===== src/hw/rtl/assert_macros.svh =====
// Assertion macros shared by the RTL files of the effect engine.
`ifndef ASSERT_MACROS_SVH
`define ASSERT_MACROS_SVH
// Implication checked on every clock edge outside reset.
`define ASSERT_IMPL(label, clk, rst_n, ante, cons) \
	label: assert property (@(posedge clk) disable iff (!rst_n) (ante) |-> (cons)) \
		else $error("assertion failed");
// Next-cycle implication checked outside reset.
`define ASSERT_NEXT(label, clk, rst_n, ante, cons) \
	label: assert property (@(posedge clk) disable iff (!rst_n) (ante) |=> (cons)) \
		else $error("assertion failed");
`endif


===== src/hw/rtl/tvfx_pkg.sv =====
// Package with types, constants and tables for the voice effect engine.
package tvfx_pkg;
	localparam int unsigned NumVoicesDef = 4;
	localparam int unsigned PeriodTableSizeDef = 37;
	localparam logic [11:0] PeriodMin = 12'd113;
	localparam logic [11:0] PeriodMax = 12'd856;
	localparam logic [6:0] VolumeMax = 7'd64;

	localparam logic OP_ROW = 1'b0;
	localparam logic OP_TICK = 1'b1;

	localparam logic [3:0] FX_ARP = 4'd0;
	localparam logic [3:0] FX_PORTA_UP = 4'd1;
	localparam logic [3:0] FX_PORTA_DN = 4'd2;
	localparam logic [3:0] FX_TONE = 4'd3;
	localparam logic [3:0] FX_VIB = 4'd4;
	localparam logic [3:0] FX_TONE_VOL = 4'd5;
	localparam logic [3:0] FX_VIB_VOL = 4'd6;
	localparam logic [3:0] FX_VOL_SLIDE = 4'd10;
	localparam logic [3:0] FX_POS_JUMP = 4'd11;
	localparam logic [3:0] FX_SET_VOL = 4'd12;
	localparam logic [3:0] FX_SET_SPEED = 4'd15;

	typedef struct packed {
		logic operation;
		logic [1:0] voice;
		logic [4:0] tick_count;
		logic [11:0] note_period;
		logic has_sample;
		logic [6:0] sample_volume;
		logic [3:0] effect_code;
		logic [7:0] effect_param;
	} item_in_t;

	typedef struct packed {
		logic [1:0] voice_out;
		logic [11:0] period_out;
		logic period_valid;
		logic [6:0] volume_out;
		logic volume_valid;
		logic restart_sample;
	} item_out_t;

	typedef enum logic [2:0] {
		ST_IDLE, ST_READ, ST_SEARCH, ST_EXEC, ST_OUT
	} ctrl_state_t;

	// Commands from the controller to the datapath.
	typedef struct packed {
		logic load;
		logic search;
		logic exec;
		logic emit;
	} dp_cmd_t;

	// Status from the datapath to the controller.
	typedef struct packed {
		logic search_done;
		logic need_search;
	} dp_stat_t;

	function automatic logic [11:0] period_lut(input logic [5:0] idx);
		logic [11:0] r;
		case (idx)
			6'd0: r = 12'd856;  6'd1: r = 12'd808;  6'd2: r = 12'd762;
			6'd3: r = 12'd720;  6'd4: r = 12'd678;  6'd5: r = 12'd640;
			6'd6: r = 12'd604;  6'd7: r = 12'd570;  6'd8: r = 12'd538;
			6'd9: r = 12'd508;  6'd10: r = 12'd480; 6'd11: r = 12'd453;
			6'd12: r = 12'd428; 6'd13: r = 12'd404; 6'd14: r = 12'd381;
			6'd15: r = 12'd360; 6'd16: r = 12'd339; 6'd17: r = 12'd320;
			6'd18: r = 12'd302; 6'd19: r = 12'd285; 6'd20: r = 12'd269;
			6'd21: r = 12'd254; 6'd22: r = 12'd240; 6'd23: r = 12'd226;
			6'd24: r = 12'd214; 6'd25: r = 12'd202; 6'd26: r = 12'd190;
			6'd27: r = 12'd180; 6'd28: r = 12'd170; 6'd29: r = 12'd160;
			6'd30: r = 12'd151; 6'd31: r = 12'd143; 6'd32: r = 12'd135;
			6'd33: r = 12'd127; 6'd34: r = 12'd120; 6'd35: r = 12'd113;
			default: r = 12'd0;
		endcase
		return r;
	endfunction

	function automatic logic [7:0] sine_lut(input logic [4:0] idx);
		logic [7:0] r;
		case (idx)
			5'd0: r = 8'd0;    5'd1: r = 8'd24;   5'd2: r = 8'd49;   5'd3: r = 8'd74;
			5'd4: r = 8'd97;   5'd5: r = 8'd120;  5'd6: r = 8'd141;  5'd7: r = 8'd161;
			5'd8: r = 8'd180;  5'd9: r = 8'd197;  5'd10: r = 8'd212; 5'd11: r = 8'd224;
			5'd12: r = 8'd235; 5'd13: r = 8'd244; 5'd14: r = 8'd250; 5'd15: r = 8'd253;
			5'd16: r = 8'd255; 5'd17: r = 8'd253; 5'd18: r = 8'd250; 5'd19: r = 8'd244;
			5'd20: r = 8'd235; 5'd21: r = 8'd224; 5'd22: r = 8'd212; 5'd23: r = 8'd197;
			5'd24: r = 8'd180; 5'd25: r = 8'd161; 5'd26: r = 8'd141; 5'd27: r = 8'd120;
			5'd28: r = 8'd97;  5'd29: r = 8'd74;  5'd30: r = 8'd49;  default: r = 8'd24;
		endcase
		return r;
	endfunction
endpackage


===== src/hw/rtl/tvfx_ctrl.sv =====
// Controller state machine that sequences one item through the datapath.
`include "assert_macros.svh"
module tvfx_ctrl (
	input  logic               clk,
	input  logic               arst_n,
	input  logic               in_fire,
	input  logic               out_free,
	input  tvfx_pkg::dp_stat_t stat,
	output tvfx_pkg::dp_cmd_t  cmd,
	output logic               busy
);
	import tvfx_pkg::*;

	ctrl_state_t state_q, state_d;

	// State register.
	always_ff @(posedge clk or negedge arst_n) begin
		if (!arst_n) begin
			state_q <= ST_IDLE;
		end else begin
			state_q <= state_d;
		end
	end

	// Next state.
	always_comb begin
		state_d = state_q;
		case (state_q)
			ST_IDLE:   if (in_fire) state_d = ST_READ;
			ST_READ:   state_d = stat.need_search ? ST_SEARCH : ST_EXEC;
			ST_SEARCH: if (stat.search_done) state_d = ST_EXEC;
			ST_EXEC:   state_d = ST_OUT;
			ST_OUT:    if (out_free) state_d = ST_IDLE;
			default:   state_d = ST_IDLE;
		endcase
	end

	// Outputs.
	always_comb begin
		cmd = '0;
		busy = 1'b1;
		case (state_q)
			ST_IDLE:   begin
				busy = 1'b0;
				cmd.load = in_fire;
			end
			ST_SEARCH: cmd.search = 1'b1;
			ST_EXEC:   cmd.exec = 1'b1;
			ST_OUT:    cmd.emit = out_free;
			default:   cmd = '0;
		endcase
	end

	`ASSERT_IMPL(a_load_idle, clk, arst_n, cmd.load, state_q == ST_IDLE)
	`ASSERT_NEXT(a_exec_then_out, clk, arst_n, cmd.exec, state_q == ST_OUT)
	`ASSERT_IMPL(a_one_cmd, clk, arst_n, 1'b1, $onehot0(cmd))
endmodule


===== src/hw/rtl/tvfx_dp.sv =====
// Datapath: per-voice state, table search and effect arithmetic.
`include "assert_macros.svh"
module tvfx_dp #(
	parameter int unsigned NUM_VOICES = tvfx_pkg::NumVoicesDef,
	parameter int unsigned PERIOD_TABLE_SIZE = tvfx_pkg::PeriodTableSizeDef
) (
	input  logic                clk,
	input  logic                arst_n,
	input  tvfx_pkg::item_in_t  item,
	input  logic                v2_mode,
	input  tvfx_pkg::dp_cmd_t   cmd,
	output tvfx_pkg::dp_stat_t  stat,
	output tvfx_pkg::item_out_t result
);
	import tvfx_pkg::*;

	localparam int VW = (NUM_VOICES > 1) ? $clog2(NUM_VOICES) : 1;
	localparam int TW = $clog2(PERIOD_TABLE_SIZE + 1);

	logic [11:0] base_period_q [NUM_VOICES];
	logic [3:0]  stored_effect_q [NUM_VOICES];
	logic [7:0]  stored_param_q [NUM_VOICES];
	logic [6:0]  voice_volume_q [NUM_VOICES];
	logic [11:0] slide_target_q [NUM_VOICES];
	logic        slide_downward_q [NUM_VOICES];
	logic [7:0]  slide_speed_q [NUM_VOICES];
	logic [7:0]  wobble_phase_q [NUM_VOICES];
	logic [7:0]  wobble_speed_q [NUM_VOICES];

	item_in_t    it_q;
	logic        vok_q;
	logic [VW-1:0] vi_q;
	logic [11:0] bp_q;
	logic [3:0]  eff_q;
	logic [7:0]  par_q;
	logic [6:0]  vol_q;
	logic [11:0] tgt_q;
	logic        down_q;
	logic [7:0]  spd_q;
	logic [7:0]  ph_q;
	logic [7:0]  wsp_q;
	logic [TW-1:0] idx_q;
	logic        found_q;
	logic [11:0] arp_q;
	logic [3:0]  off_q;
	item_out_t   res_q;

	// Voice index of the incoming item and its range check.
	logic [VW-1:0] vin;
	logic          vin_ok;
	assign vin = VW'(item.voice);
	assign vin_ok = ({30'd0, item.voice} < NUM_VOICES);

	// Arpeggio phase from tick count (mod 3 over five bits).
	logic [1:0] phase_d;
	always_comb begin
		case (item.tick_count)
			5'd0, 5'd3, 5'd6, 5'd9, 5'd12, 5'd15, 5'd18, 5'd21, 5'd24, 5'd27, 5'd30:
				phase_d = 2'd0;
			5'd1, 5'd4, 5'd7, 5'd10, 5'd13, 5'd16, 5'd19, 5'd22, 5'd25, 5'd28, 5'd31:
				phase_d = 2'd1;
			default: phase_d = 2'd2;
		endcase
	end
	logic [1:0] phase_q;

	// Search is needed for an arpeggio tick with a nonzero phase.
	assign stat.need_search = vok_q && it_q.operation == OP_TICK && eff_q == FX_ARP
		&& par_q != 8'd0 && phase_q != 2'd0;

	// One table entry is compared per cycle.
	logic [11:0] tab_e;
	logic [TW-1:0] lim;
	assign tab_e = period_lut(6'(idx_q));
	assign lim = TW'(PERIOD_TABLE_SIZE) - TW'(off_q);
	assign stat.search_done = found_q || (idx_q >= lim) || (bp_q >= tab_e);

	// Capture the item and set up and step the table search.
	always_ff @(posedge clk) begin
		if (cmd.load) begin
			it_q <= item;
			vok_q <= vin_ok;
			vi_q <= vin;
			phase_q <= phase_d;
		end
		if (stat.need_search && !cmd.search && !cmd.exec && !cmd.emit) begin
			idx_q <= '0;
			found_q <= 1'b0;
			off_q <= (phase_q == 2'd1) ? par_q[7:4] : par_q[3:0];
		end else if (cmd.search && !found_q) begin
			if (idx_q < lim && bp_q >= tab_e) begin
				found_q <= 1'b1;
				arp_q <= period_lut(6'(idx_q + TW'(off_q)));
			end else begin
				idx_q <= idx_q + 1'b1;
			end
		end
	end

	// Working copy of the voice state, read in the cycle after load.
	logic rd_q;
	always_ff @(posedge clk or negedge arst_n) begin
		if (!arst_n) rd_q <= 1'b0;
		else rd_q <= cmd.load;
	end
	always_ff @(posedge clk) begin
		if (cmd.load) begin
			bp_q <= base_period_q[vin];
			eff_q <= stored_effect_q[vin];
			par_q <= stored_param_q[vin];
			vol_q <= voice_volume_q[vin];
			tgt_q <= slide_target_q[vin];
			down_q <= slide_downward_q[vin];
			spd_q <= slide_speed_q[vin];
			ph_q <= wobble_phase_q[vin];
			wsp_q <= wobble_speed_q[vin];
		end
	end

	// Effect arithmetic on the working copy.
	logic [11:0] n_bp, n_tgt, pout;
	logic [3:0]  n_eff;
	logic [7:0]  n_par, n_spd, n_ph, n_wsp, par_t, wsp_e;
	logic [6:0]  n_vol, vout, svol;
	logic        n_down, pval, vval, rst_s, slide;
	logic signed [14:0] p, dl, ps;
	logic [11:0] mul;
	logic [6:0]  vpar;
	logic signed [8:0] vs;
	always_comb begin
		n_bp = bp_q; n_eff = eff_q; n_par = par_q; n_vol = vol_q;
		n_tgt = tgt_q; n_down = down_q; n_spd = spd_q; n_ph = ph_q; n_wsp = wsp_q;
		pout = '0; pval = 1'b0; vout = '0; vval = 1'b0; rst_s = 1'b0; slide = 1'b0;
		p = 15'(bp_q); dl = '0; ps = '0; mul = '0; par_t = par_q; wsp_e = wsp_q;
		svol = (it_q.sample_volume > VolumeMax) ? VolumeMax : it_q.sample_volume;
		vpar = (it_q.effect_param > 8'(VolumeMax)) ? VolumeMax : it_q.effect_param[6:0];
		vs = '0;
		if (vok_q && it_q.operation == OP_ROW) begin
			n_eff = it_q.effect_code;
			n_par = it_q.effect_param;
			par_t = it_q.effect_param;
			if (it_q.has_sample) begin
				n_vol = svol; vout = svol; vval = 1'b1;
			end
			if (it_q.note_period != 12'd0) begin
				if (it_q.effect_code == FX_TONE || it_q.effect_code == FX_TONE_VOL) begin
					if (it_q.note_period < bp_q) begin
						n_down = 1'b1; n_tgt = it_q.note_period;
					end else if (it_q.note_period > bp_q) begin
						n_down = 1'b0; n_tgt = it_q.note_period;
					end else begin
						n_tgt = '0;
					end
				end else begin
					rst_s = 1'b1; n_ph = '0; n_bp = it_q.note_period;
					pout = it_q.note_period; pval = 1'b1;
				end
			end
			if (it_q.effect_code == FX_SET_VOL) begin
				vout = vpar; vval = 1'b1;
				if (v2_mode) n_vol = vpar;
			end
		end else if (vok_q) begin
			case (eff_q)
				FX_ARP: begin
					if (par_q == 8'd0 || phase_q == 2'd0) begin
						pout = bp_q; pval = 1'b1;
					end else begin
						pout = found_q ? arp_q : 12'd0; pval = found_q;
					end
				end
				FX_PORTA_UP: begin
					p = 15'(bp_q) - 15'(par_q);
					if (p < 15'sd113) p = 15'(PeriodMin);
					n_bp = 12'(p); pout = 12'(p); pval = 1'b1;
				end
				FX_PORTA_DN: begin
					p = 15'(bp_q) + 15'(par_q);
					if (p > 15'sd856) p = 15'(PeriodMax);
					n_bp = 12'(p); pout = 12'(p); pval = 1'b1;
				end
				FX_TONE, FX_TONE_VOL: begin
					if (eff_q == FX_TONE_VOL) slide = 1'b1;
					else if (par_q != 8'd0) begin
						n_spd = par_q; n_par = '0; par_t = '0;
					end
					if (tgt_q != 12'd0) begin
						// The slide may undershoot below zero; compare as signed.
						if (down_q) begin
							p = 15'(bp_q) - 15'(n_spd);
							if (p <= $signed(15'(tgt_q))) begin p = 15'(tgt_q); n_tgt = '0; end
						end else begin
							p = 15'(bp_q) + 15'(n_spd);
							if (p >= $signed(15'(tgt_q))) begin p = 15'(tgt_q); n_tgt = '0; end
						end
						n_bp = (p < 0) ? 12'd0 : (p > 15'sd4095) ? 12'hfff : 12'(p);
					end
					pout = n_bp; pval = 1'b1;
				end
				FX_VIB, FX_VIB_VOL: begin
					if (eff_q == FX_VIB_VOL) slide = 1'b1;
					else if (par_q != 8'd0) begin n_wsp = par_q; wsp_e = par_q; end
					mul = 12'(wsp_e[3:0] * sine_lut(ph_q[6:2]));
					dl = v2_mode ? 15'(mul >> 6) : 15'(mul >> 7);
					ps = ph_q[7] ? (15'(bp_q) - dl) : (15'(bp_q) + dl);
					pout = (ps < 0) ? 12'd0 : (ps > 15'sd4095) ? 12'hfff : 12'(ps);
					pval = 1'b1;
					n_ph = ph_q + (8'(wsp_e >> 2) & 8'd60);
				end
				FX_VOL_SLIDE: slide = 1'b1;
				default: ;
			endcase
			if (slide) begin
				if (par_t[7:4] != 4'd0) vs = 9'(vol_q) + 9'(par_t[7:4]);
				else vs = 9'(vol_q) - 9'(par_t[3:0]);
				n_vol = (vs < 0) ? 7'd0 : (vs > 9'sd64) ? VolumeMax : 7'(vs);
				vout = n_vol; vval = 1'b1;
			end
		end
	end

	// Write back the voice state.
	always_ff @(posedge clk or negedge arst_n) begin
		if (!arst_n) begin
			for (int i = 0; i < NUM_VOICES; i++) begin
				base_period_q[i] <= '0; stored_effect_q[i] <= '0;
				stored_param_q[i] <= '0; voice_volume_q[i] <= '0;
				slide_target_q[i] <= '0; slide_downward_q[i] <= 1'b0;
				slide_speed_q[i] <= '0; wobble_phase_q[i] <= '0;
				wobble_speed_q[i] <= '0;
			end
		end else if (cmd.exec && vok_q) begin
			base_period_q[vi_q] <= n_bp; stored_effect_q[vi_q] <= n_eff;
			stored_param_q[vi_q] <= n_par; voice_volume_q[vi_q] <= n_vol;
			slide_target_q[vi_q] <= n_tgt; slide_downward_q[vi_q] <= n_down;
			slide_speed_q[vi_q] <= n_spd; wobble_phase_q[vi_q] <= n_ph;
			wobble_speed_q[vi_q] <= n_wsp;
		end
	end

	// Result register.
	always_ff @(posedge clk) begin
		if (cmd.exec) begin
			res_q <= '{voice_out: it_q.voice, period_out: pout, period_valid: pval,
				volume_out: vout, volume_valid: vval, restart_sample: rst_s};
		end
	end
	assign result = res_q;

	`ASSERT_IMPL(a_found_bound, clk, arst_n, cmd.search && found_q, idx_q < lim)
	`ASSERT_NEXT(a_read_after_load, clk, arst_n, cmd.load, rd_q)
	`ASSERT_IMPL(a_vol_max, clk, arst_n, cmd.exec, n_vol <= VolumeMax)
endmodule


===== src/hw/rtl/tracker_voice_effect_engine_core.sv =====
// Top level of the tracker voice effect engine.
// channel | direction | handshake     | payload
// in      | into core | in_valid/stall| item_in_t
// out     | from core | out_valid/stall| item_out_t
// cfg     | into core | valid/ready   | version_two_mode bit
// An item passes through the load, read, execute and output states; an
// arpeggio tick with a nonzero phase adds a search state that compares the
// table entries one at a time, through the single table comparator.
// Reset clears all voice state and the mode bit at once; no transfer is taken
// while reset is asserted.
// A stalled output holds the result and blocks the next item.
module tracker_voice_effect_engine_core #(
	parameter int unsigned NUM_VOICES = tvfx_pkg::NumVoicesDef,
	parameter int unsigned PERIOD_TABLE_SIZE = tvfx_pkg::PeriodTableSizeDef
) (
	input  logic                clk,
	input  logic                arst_n,
	input  logic                in_valid,
	output logic                in_stall,
	input  tvfx_pkg::item_in_t  in_data,
	output logic                out_valid,
	input  logic                out_stall,
	output tvfx_pkg::item_out_t out_data,
	input  logic                cfg_valid,
	output logic                cfg_ready,
	input  logic                cfg_data
);
	import tvfx_pkg::*;

	dp_cmd_t  cmd;
	dp_stat_t stat;
	logic     busy, mode_q, ov_q;

	assign in_stall = busy || !arst_n;
	assign cfg_ready = arst_n;

	// Mode register transfer.
	always_ff @(posedge clk or negedge arst_n) begin
		if (!arst_n) mode_q <= 1'b0;
		else if (cfg_valid && cfg_ready) mode_q <= cfg_data;
	end

	// Output valid flag.
	always_ff @(posedge clk or negedge arst_n) begin
		if (!arst_n) ov_q <= 1'b0;
		else if (cmd.exec) ov_q <= 1'b1;
		else if (cmd.emit) ov_q <= 1'b0;
	end
	assign out_valid = ov_q;

	tvfx_ctrl u_ctrl (
		.clk(clk), .arst_n(arst_n), .in_fire(in_valid && !in_stall),
		.out_free(!out_stall), .stat(stat), .cmd(cmd), .busy(busy)
	);

	tvfx_dp #(.NUM_VOICES(NUM_VOICES), .PERIOD_TABLE_SIZE(PERIOD_TABLE_SIZE)) u_dp (
		.clk(clk), .arst_n(arst_n), .item(in_data), .v2_mode(mode_q),
		.cmd(cmd), .stat(stat), .result(out_data)
	);
endmodule

===== config.mk =====
export PLATFORM = sky130hd
export DESIGN_NAME = tracker_voice_effect_engine_core
export DESIGN_NICKNAME = d
export VERILOG_FILES = /design/src/hw/rtl/tvfx_pkg.sv /design/src/hw/rtl/tvfx_ctrl.sv /design/src/hw/rtl/tvfx_dp.sv /design/src/hw/rtl/tracker_voice_effect_engine_core.sv
export VERILOG_INCLUDE_DIRS = /design/src /design/src/hw/rtl
export SDC_FILE = /design/constraint.sdc
export NUM_CORES = 1
export LEC_CHECK = 0
export BUFFER_PORTS_ARGS = -buffer_cell sky130_fd_sc_hd__buf_2
export CORE_ASPECT_RATIO = 1.25
export CORE_MARGIN = 1
export CORE_UTILIZATION = 40
export DETAILED_ROUTE_END_ITERATION = 7
export GPL_TIMING_DRIVEN = 1
export HOLD_SLACK_MARGIN = 0.06
export SETUP_SLACK_MARGIN = 0.3
export SLEW_MARGIN = 20
export SYNTH_ARGS = -nofsm -noshare
export SYNTH_HDL_FRONTEND = slang
export SYNTH_SLANG_ARGS = --single-unit

===== constraint.sdc =====
create_clock -name clk -period 17.64 [get_ports clk]
set_input_delay 1.764 -clock clk [delete_from_list [all_inputs] [get_ports clk]]
set_output_delay 1.764 -clock clk [all_outputs]
set_load 0.01 [all_outputs]

# --- Yosys cells after proc, flatten, opt, wreduce, memory -nomap -nowiden ---
# Memories as Yosys holds them, arrays and structs flattened. A register that Yosys moved wholly into a read port is not among the register bits.
# Index checks and enable logic that the tools add are counted.
classes:
  n_eq_ne: 18
  n_addsub: 12
  reduce_logical: 40
  n_mux: 155
  bitwise_logic: 4
  order_cmp: 20
  div: 0
  shift: 0
  multipliers: 1
ops:
  columns: ["cell", "count"]
  rows:
  - ["two-way mux 12 bit", 30]
  - ["two-way mux 8 bit", 32]
  - ["bitwise mux 32 bit", 4]
  - ["two-way mux 7 bit", 16]
  - ["two-way mux 15 bit", 7]
  - ["bitwise mux 48 bit", 2]
  - ["binary-select mux 8 bit (select 2 bit)", 4]
  - ["case mux 12 bit (5 select lines)", 1]
  - ["binary-select mux 12 bit (select 2 bit)", 2]
  - ["case mux 12 bit (3 select lines)", 1]
  - ["greater-than comparator 15 x 13 -> 1 bit (second input constant)", 2]
  - ["< comparator 15 x 1 -> 1 bit (second input constant)", 2]
  - ["bitwise mux 28 bit", 1]
  - ["two-way mux 1 bit", 27]
  - ["two-way mux 9 bit", 3]
  - ["adder 12 x 8 -> 13 bit", 2]
  - ["subtractor 12 x 8 -> 13 bit", 2]
  - ["demux 12 bit (select 2 bit)", 1]
  - ["nonzero test 12 bit", 2]
  - ["two-way mux 4 bit", 5]
  - ["two-way mux 6 bit", 3]
  - ["bitwise mux 16 bit", 1]
  - ["demux 8 bit (select 2 bit)", 1]
  - ["equality test 4 x 3 -> 1 bit (second input constant)", 4]
  - ["61 further kinds", 95]
totals:
  word_cells: 319
  latch_bits: 0
  n_memories: 4
  out_inout_bits: 27
  mem_bits_rw: 0
  inputBits: 46
  rom_bits: 1600
  reg_bits: 427
mem_list:
  columns: ["name", "words", "word_bits", "rd", "rd_clocked_by_memory_dff", "write_ports", "line", "source"]
  rows:
  - ["(name not given)", 64, 10, 1, 1, 0, "tvfx_pkg.sv:64", "case (idx)"]
  - ["(name not given)", 64, 10, 1, 1, 0, "tvfx_pkg.sv:64", null]
  - ["(name not given)", 32, 8, 1, 1, 0, "tvfx_pkg.sv:84", "case (idx)"]
  - ["(name not given)", 32, 2, 1, 1, 0, "tvfx_dp.sv:57", "case (item.tick_count)"]

# --- Longest topological paths before layout ---
# Gate-level depths: netlist of the first run.
depth:
  depth_word: 19
  depth_mapped: 30

# --- Cells and area by module ---
# Synthesis of the first run repeated with hierarchy kept, for this count alone.
hier_totals:
  hier_cells: 2837
  hier_area_um2: 27197.3
modules_own_cells:
  columns: ["module", "n_inst", "cells_per_inst", "seq_area_each_um2", "area_per_inst_um2"]
  rows:
  - ["tvfx_dp", 1, 2806, 11340.9, 26898.3]
  - ["tvfx_ctrl", 1, 20, 75.1, 193.9]
  - ["tracker_voice_effect_engine_core", 1, 11, 50.0, 105.1]

# --- Worst setup path after synthesis of the first run ---
# No wires, ideal clock.
synth_timing:
  path_type: "reg-to-reg"
  from: "reg u_dp.par_q[4]"
  to: "reg u_dp.res_q, in the netlist u_dp.result[13], data pin"
  n_path_buf: 1
  arrival_ps: 7037
  path_stages_with_launch: 26
  t_required_ps: 17384
  synth_period_minus_slack_ps: 7293
  slack_ps: 10347
  path_cell_list: "edfxtp_1 -> or4_1 -> o31ai_1 -> clkbuf_1 -> nor2_1 -> a21oi_1 -> nor2b_1 -> fa_1 -> inv_1 -> fa_1 -> inv_1 -> ha_1 -> a2111oi_0 -> a21oi_1 -> or4_1 -> a31oi_1 -> mux2i_1 -> o211a_1 -> ha_1 -> o31ai_1 -> or3b_2 -> a2bb2oi_1 -> a21oi_1 -> nor2_1 -> nand4_1 -> a22o_1"
synth_between:
  elab_chain_len: 18
  word_cells_on_any_way: 44
synth_lines:
  columns: ["element", "line", "source"]
  rows:
  - ["start: declaration", "tvfx_dp.sv:35", "logic [7:0] par_q;"]
  - ["start signal: assignment", "tvfx_dp.sv:110", "par_q <= stored_param_q[vin];"]
  - ["parallel branches: the longest is 16 deep, another holds adder 12 x 15 -> 15 bit", null, null]
  - ["case mux 12 bit (5 select lines) (*)", "tvfx_dp.sv:164", "case (eff_q)"]
  - ["two-way mux 12 bit (*)", "tvfx_dp.sv:138", "if (vok_q && it_q.operation == OP_ROW) begin"]
  - ["named net u_dp.pout[3]", "tvfx_dp.sv:121", "logic [11:0] n_bp, n_tgt, pout;"]
  - ["end signal: assignment", "tvfx_dp.sv:244", "res_q <= '{voice_out: it_q.voice, period_out: pout, period_valid: pval,"]
  - ["end: declaration", "tvfx_dp.sv:46", "item_out_t res_q;"]
# Mark *: on every way through the listed nets, which the timed path passes. The select of a mux whose other input is x is not followed.
# A chain may end at the register's enable or synchronous reset.

# --- Final worst setup path of the first run ---
# Same ends and word-level chain as after synthesis.

==> results of run 1 <==
-- per-layer routing --
layer | part of all wire [%] | wire [um] | track usage [%] | up-vias
li1 | - | - | - | 10300
met1 | 42 | 36700 | 33.0 | 11100
met2 | 48 | 42200 | 42.3 | 763
met3 | 5.3 | 4630 | 3.22 | 192
met4 | 4.2 | 3680 | 9.83 | 0
met5 | 0 | 0 | 0 | -
-- registers in the layout, summed over array words and instances, names as in the netlist, 3 cells and up, named ones only --
name                   flops
u_dp.base_period_q        48
u_dp.slide_target_q       48
u_dp.it_q                 35
u_dp.slide_speed_q        32
u_dp.stored_param_q       32
u_dp.wobble_speed_q       32
u_dp.voice_volume_q       28
u_dp.result               24
u_dp.wobble_phase_q       24
u_dp.stored_effect_q      16
u_dp.bp_q                 12
u_dp.tgt_q                12
u_dp.arp_q                10
u_dp.tab_e                10
u_dp.par_q                 8
u_dp.spd_q                 8
u_dp.wsp_q                 8
u_dp.vol_q                 7
u_dp.idx_q                 6
u_dp.ph_q                  6
u_dp.eff_q                 4
u_dp.off_q                 4
u_dp.slide_downward_q      4
u_ctrl.state_q             3
-- kinds of logic after synthesis --
family          count (synthesis)  share of synthesized area [%]
compound gates                843                           19.4
mux                           145                           8.65
buf+inv                       279                           3.92
simple gates                  864                           14.9
flops                         435                           42.4
xor+xnor                       56                           1.82
fa+ha+maj                     179                           8.87
-- synth_stat cells, types with 16 or more instances --
library cell	count	area (um2)
o211ai_1	23	173
edfxtp_1	141	4230
a31oi_1	34	213
a21oi_1	188	941
nand4_1	25	156
mux2_2	47	529
inv_1	122	458
and2_1	29	181
fa_1	21	420
nand3_1	65	325
nor3_1	54	270
clkbuf_1	117	439
a22oi_1	19	143
o21a_1	16	120
nor4_1	18	113
ha_1	158	1980
nor2b_1	29	181
buf_1	26	97.6
nand2_1	368	1380
a211oi_1	29	218
mux4_2	66	1490
a21o_1	48	360
o21ai_0	309	1550
nor2_1	173	649
nand2b_1	22	138
dfrtp_1	269	6730
xnor2_1	41	359
a221oi_1	17	149
mux2i_1	32	320
dfxtp_1	25	500
-- layout make-up --
| type | count | area [um2] | area share, % |
|---|---|---|---|
| multi-input combinational | 2087 | 14500 | 48.8 |
| sequential | 435 | 11500 | 38.5 |
| clock buffer | 59 | 1270 | 4.27 |
| tap | 864 | 1080 | 3.63 |
| timing repair buffer | 115 | 711 | 2.39 |
| inverter | 128 | 483 | 1.62 |
| clock inverter | 24 | 246 | 0.827 |
-- where the power goes --
| group | total, mW | internal [mW] | switching [mW] |
|---|---|---|---|
| logic | 2.25 | 0.900 | 1.35 |
| clock network | 0.979 | 0.557 | 0.422 |
| registers | 1.70 | 1.46 | 0.239 |
-- path summary, 6_finish.rpt --
path / from / to / slack, ns / depth (start not counted)
max reg2reg: u_dp.par_q[4]$_DFFE_PP_ / u_dp.result[13]$_DFFE_PP_ / 9.38 / 25
min in group asynchronous: arst_n / u_dp.slide_target_q[7]$_DFFE_PN0P_ / 1.13 / 1
max: u_dp.par_q[4]$_DFFE_PP_ / u_dp.result[13]$_DFFE_PP_ / 9.38 / 25
max in group asynchronous: arst_n / u_dp.slide_speed_q[17]$_DFFE_PN0P_ / 14.46 / 3
min: u_dp.slide_downward_q[0]$_DFFE_PN0P_ / u_dp.slide_downward_q[0]$_DFFE_PN0P_ / 0.47 / 2
min reg2reg: u_dp.slide_downward_q[0]$_DFFE_PN0P_ / u_dp.slide_downward_q[0]$_DFFE_PN0P_ / 0.47 / 2
-- worst min-delay path: stages (launching register included) --
cell and delay [ns]:
dfrtp_1 0.34, nand2_1 0.05, nand2_1 0.05
==> out/qor.txt, run 1 <==
status = finished clean
Required @ worst endpoint = 18.01 ns
CTS Buffer Depth = 3
Initial Utilization = 40.4%
fin crit share = 46.8%
register bit total from synthesis = 435
Sink Count = 435
non-filler cells, final = 3712
worst hold path class = reg2reg
DR vias = 22400
Max rail drop VDD = 0.0846 mV
final core utilization = 44.6%
Fillers = 6281
Setup Buffers After CTS = 0
GRT Total Usage = 25.2%
relative slew slack = 23.8%
Die Wd = 234 um
Worst Path Arrival = 8.63 ns
Max H-tree Level = 2
Critical Path Max Stage Delay = 0.66 ns
clk root buf = clkbuf_16
first-pass GRT wire length = 132000 um
Mapped Area = 0.0270 mm2
Min Clock Period, post-route = 8.26 ns
drt via density = 6.04
GP Congestion = 0.974
final setup margin = 9.38 ns
Cell variety after synth = 89
Final HPWL DP = 64200 um
setup_tns = 0 ns
P&R area growth vs syn = 10.3%
ys async rst share = 61.8%
most used cell, CP = a21oi_1
crit path max-delay cell type = or4_1
Finished Cell Area = 0.0298 mm2
crit path buf inv count = 3
die height = 293 um
initial antenna violation count = 1
kind of end point of the critical path = flop
vias in the first global route = 21600
max frequency = 121 MHz
Starting DRT DRC Count = 1856
CTS tree = done
Ant. Diodes = 0
synth warn = 0
overflow left after global routing = 0
largest net degree at the start of global routing = 145
critical path launch point type = flop
worst slew pin tran = 1.13 ns
DR WL/cell = 23.5 um
number of routed nets with antenna violations = 0
final wirelength = 87200 um
I/O Pins = 73
CTS Buf Count = 45
Final #Nets = 3037
Max-cap violations = 0
Pleak = 12.6 nW
Final Slew Violations = 0
PortBufs = 72
1st-pass router iterations = 6
syn_area_per_cell = 9.64 um2
row count = 106
most frequent cells in the layout = 366 x nand2_1, 308 x o21ai_0, 269 x dfrtp_1
number of enable flip-flop cells after synthesis = 141
crit path max fanout = 12
prevailing post-synth register cell = dfrtp_1
unrepaired setup endpoints after global routing = false
Power Total = 4.93 mW
most common cell after layout, fill and taps aside = nand2_1
CP Class = reg2reg
Final Hold Viols = 0
Cell Area, Placed = 0.0283 mm2
drt drc = 0
CP top delay family = compound AO/OA/AOI/OAI gates
post-synthesis sequential area ratio = 42.4%
hold_ws = 0.469 ns
CORE AREA = 0.0668 mm2
full die area = 0.0686 mm2
Worst-path clk slew = 0.06 ns
Post-Synthesis Cells = 2801
dpl cells = 3629
power per cell area = 166 mW/mm2
Setup Skew = 0.0414 ns
Hold Buf Count CTS = 0
Post-CTS Resized = 0
Worst-Skew Late Latency = 0.61 ns
endpoints failing setup = 0
dpl ws = 9.44 ns
Synth Net Count = 3026
share of post-route cells with drive strength above 1 = 11.6%
Power figures use the tool's default switching activity.
==> run 2, diff against run 1 <==
==> constraint.sdc (replaced) <==
create_clock -name clk -period 7.3 [get_ports clk]
set_input_delay 0.73 -clock clk [delete_from_list [all_inputs] [get_ports clk]]
set_output_delay 0.73 -clock clk [all_outputs]
set_load 0.01 [all_outputs]
==> out/qor.txt, run 2 (same netlist as run 1, synthesis figures left out) <==
Cell Area, Placed = 0.0285 mm2 (+0.88%)
Finished Cell Area = 0.0307 mm2 (+3.0%)
status = finished, violations left
clk root buf = clkbuf_16
Final #Nets = 3079 (+1.4%)
vias in the first global route = 21900 (+1.6%)
relative slew slack = 25.4% (+1.6 points)
PortBufs = 72 (unchanged)
max frequency = 146 MHz (+21%)
Final Hold Viols = 0 (unchanged)
most frequent cells in the layout = 365 x nand2_1, 302 x o21ai_0, 269 x dfrtp_1
Power Total = 12.6 mW (+150%)
Final Slew Violations = 0 (unchanged)
die height = 293 um (unchanged)
drt via density = 5.99 (-0.71%)
overflow left after global routing = 0 (unchanged)
CORE AREA = 0.0668 mm2 (unchanged)
P&R area growth vs syn = 13.6%
Worst-Skew Late Latency = 0.60 ns (about the same)
biggest regs = u_dp.base_period_q x48, u_dp.slide_target_q x48, u_dp.it_q x35
Required @ worst endpoint = 7.64 ns (-10.37 ns)
DR WL/cell = 23.1 um (-1.6%)
row count = 106 (unchanged)
unrepaired setup endpoints after global routing = true
register area = 0.0115 mm2 (unchanged)
full die area = 0.0686 mm2 (unchanged)
final setup margin = 0.465 ns (-8.92 ns)
final wirelength = 86800 um (-0.50%)
kind of end point of the critical path = flop
Sink Count = 435 (unchanged)
worst hold path class = in2reg
setup_tns = 0 ns (unchanged)
worst slew pin tran = 1.12 ns (-0.0118 ns)
GRT Total Usage = 25.1% (-0.11 points)
Multi-input gate area = 0.0149 mm2 (+2.4%)
CP Class = reg2reg
Max-cap violations = 0 (unchanged)
hold_ws = 0.303 ns (-0.167 ns)
largest net degree at the start of global routing = 150 (+3.4%)
crit path max fanout = 5 (-7)
Max H-tree Level = 2 (unchanged)
critical path launch point type = flop
Max rail drop VDD = 0.223 mV (+160%)
I/O Pins = 73 (unchanged)
CTS Buffer Depth = 3 (unchanged)
Worst-path clk slew = 0.07 ns (about the same)
1st-pass router iterations = 7 (+1)
endpoints failing setup = 0 (unchanged)
non-filler cells, final = 3754 (+1.1%)
dpl cells = 3660 (+0.85%)
Fillers = 6274 (-0.11%)
Starting DRT DRC Count = 1806 (-2.7%)
most common cell after layout, fill and taps aside = nand2_1
Min Clock Period, post-route = 6.84 ns (-1.42 ns)
fin crit share = 93.6% (+47 points)
initial antenna violation count = 1 (unchanged)
drt drc = 4 (+4)
Initial Utilization = 40.4% (unchanged)
CTS tree = done
first-pass GRT wire length = 131000 um (-0.31%)
CTS Buf Count = 46 (+2.2%)
dpl ws = -0.0769 ns (-9.51 ns)
DR vias = 22500 (+0.41%)
share of post-route cells with drive strength above 1 = 14.9% (+3.3 points)
failing checks = DRC
number of routed nets with antenna violations = 0 (unchanged)
Pleak = 12.9 nW (+2.8%)
power per cell area = 409 mW/mm2 (+150%)
GP Congestion = 0.994 (+2.1%)
Final HPWL DP = 63400 um (-1.3%)
Die Wd = 234 um (unchanged)
final core utilization = 45.9% (+1.3 points)
Setup Skew = 0.0280 ns (-0.0134 ns)
Worst Path Arrival = 7.18 ns (-1.45 ns)
==> run 2: power by group <==
part | switching [mW] | internal, mW | total, mW
Combinational | 3.42 | 2.37 | 5.80
Clock | 1.01 | 1.63 | 2.64
Sequential | 0.570 | 3.54 | 4.11
Total | 5.00 | 7.55 | 12.6
==> run 2: repair_timing <==
item,CTS,global route
setup endpoints to repair,28,88
buffers inserted,4,5
hold buffers,1,0
resized for setup,16,55
pin swaps,4,19
endpoints found under the hold margin,36,0
==> run 2: layout make-up <==
class                           instances  area share [%]
Multi-Input combinational cell       2087            48.5
Sequential cell                       435            37.4
Clock buffer                           62            4.42
Tap cell                              864            3.52
Timing Repair Buffer                  156            3.38
Inverter                              128            1.57
Clock inverter                         21            1.24
Antenna cell                            1         0.00815
==> run 2: critical path: stages, from the launching register on <==
cell and delay, ns:
edfxtp_1 0.40, or4_4 0.58, o31ai_4 0.27, buf_4 0.19, a21oi_4 0.07, buf_12 0.14, nand2b_1 0.15, fa_1 0.50
fa_1 0.54, inv_1 0.04, ha_1 0.27, and3_1 0.18, nand4_1 0.14, a21oi_4 0.09, or4_4 0.52, a31oi_4 0.22
mux2i_2 0.10, o211a_1 0.29, ha_4 0.25, o31ai_4 0.39, or3b_4 0.43, a2bb2oi_2 0.17, buf_4 0.15, a21oi_1 0.06
nor2_1 0.13, nand4_1 0.11, a22o_1 0.20
==> run 2: final timing paths <==
path	from	end	slack [ns]	cells past startpoint
max	u_dp.par_q[6]$_DFFE_PP_	u_dp.result[13]$_DFFE_PP_	0.46	26
min	in_data[12]	u_dp.it_q[12]$_DFFE_PP_	0.30	1
max reg2reg	u_dp.par_q[6]$_DFFE_PP_	u_dp.result[13]$_DFFE_PP_	0.46	26
min reg2reg	u_dp.wobble_speed_q[22]$_DFFE_PN0P_	u_dp.wobble_speed_q[22]$_DFFE_PN0P_	0.47	2
max in group asynchronous	arst_n	u_dp.base_period_q[46]$_DFFE_PN0P_	4.79	4
min in group asynchronous	arst_n	u_dp.slide_target_q[31]$_DFFE_PN0P_	0.62	2
==> run 2: routing by layer <==
metal	routed length, um	track usage, %	part of all wire, %	vias up
met1	36300	32.9	42	11100
met4	3690	9.99	4.2	2
met5	9	0	0.010	-
li1	-	-	-	10400
met3	5390	3.89	6.2	200
met2	41300	41.4	48	838
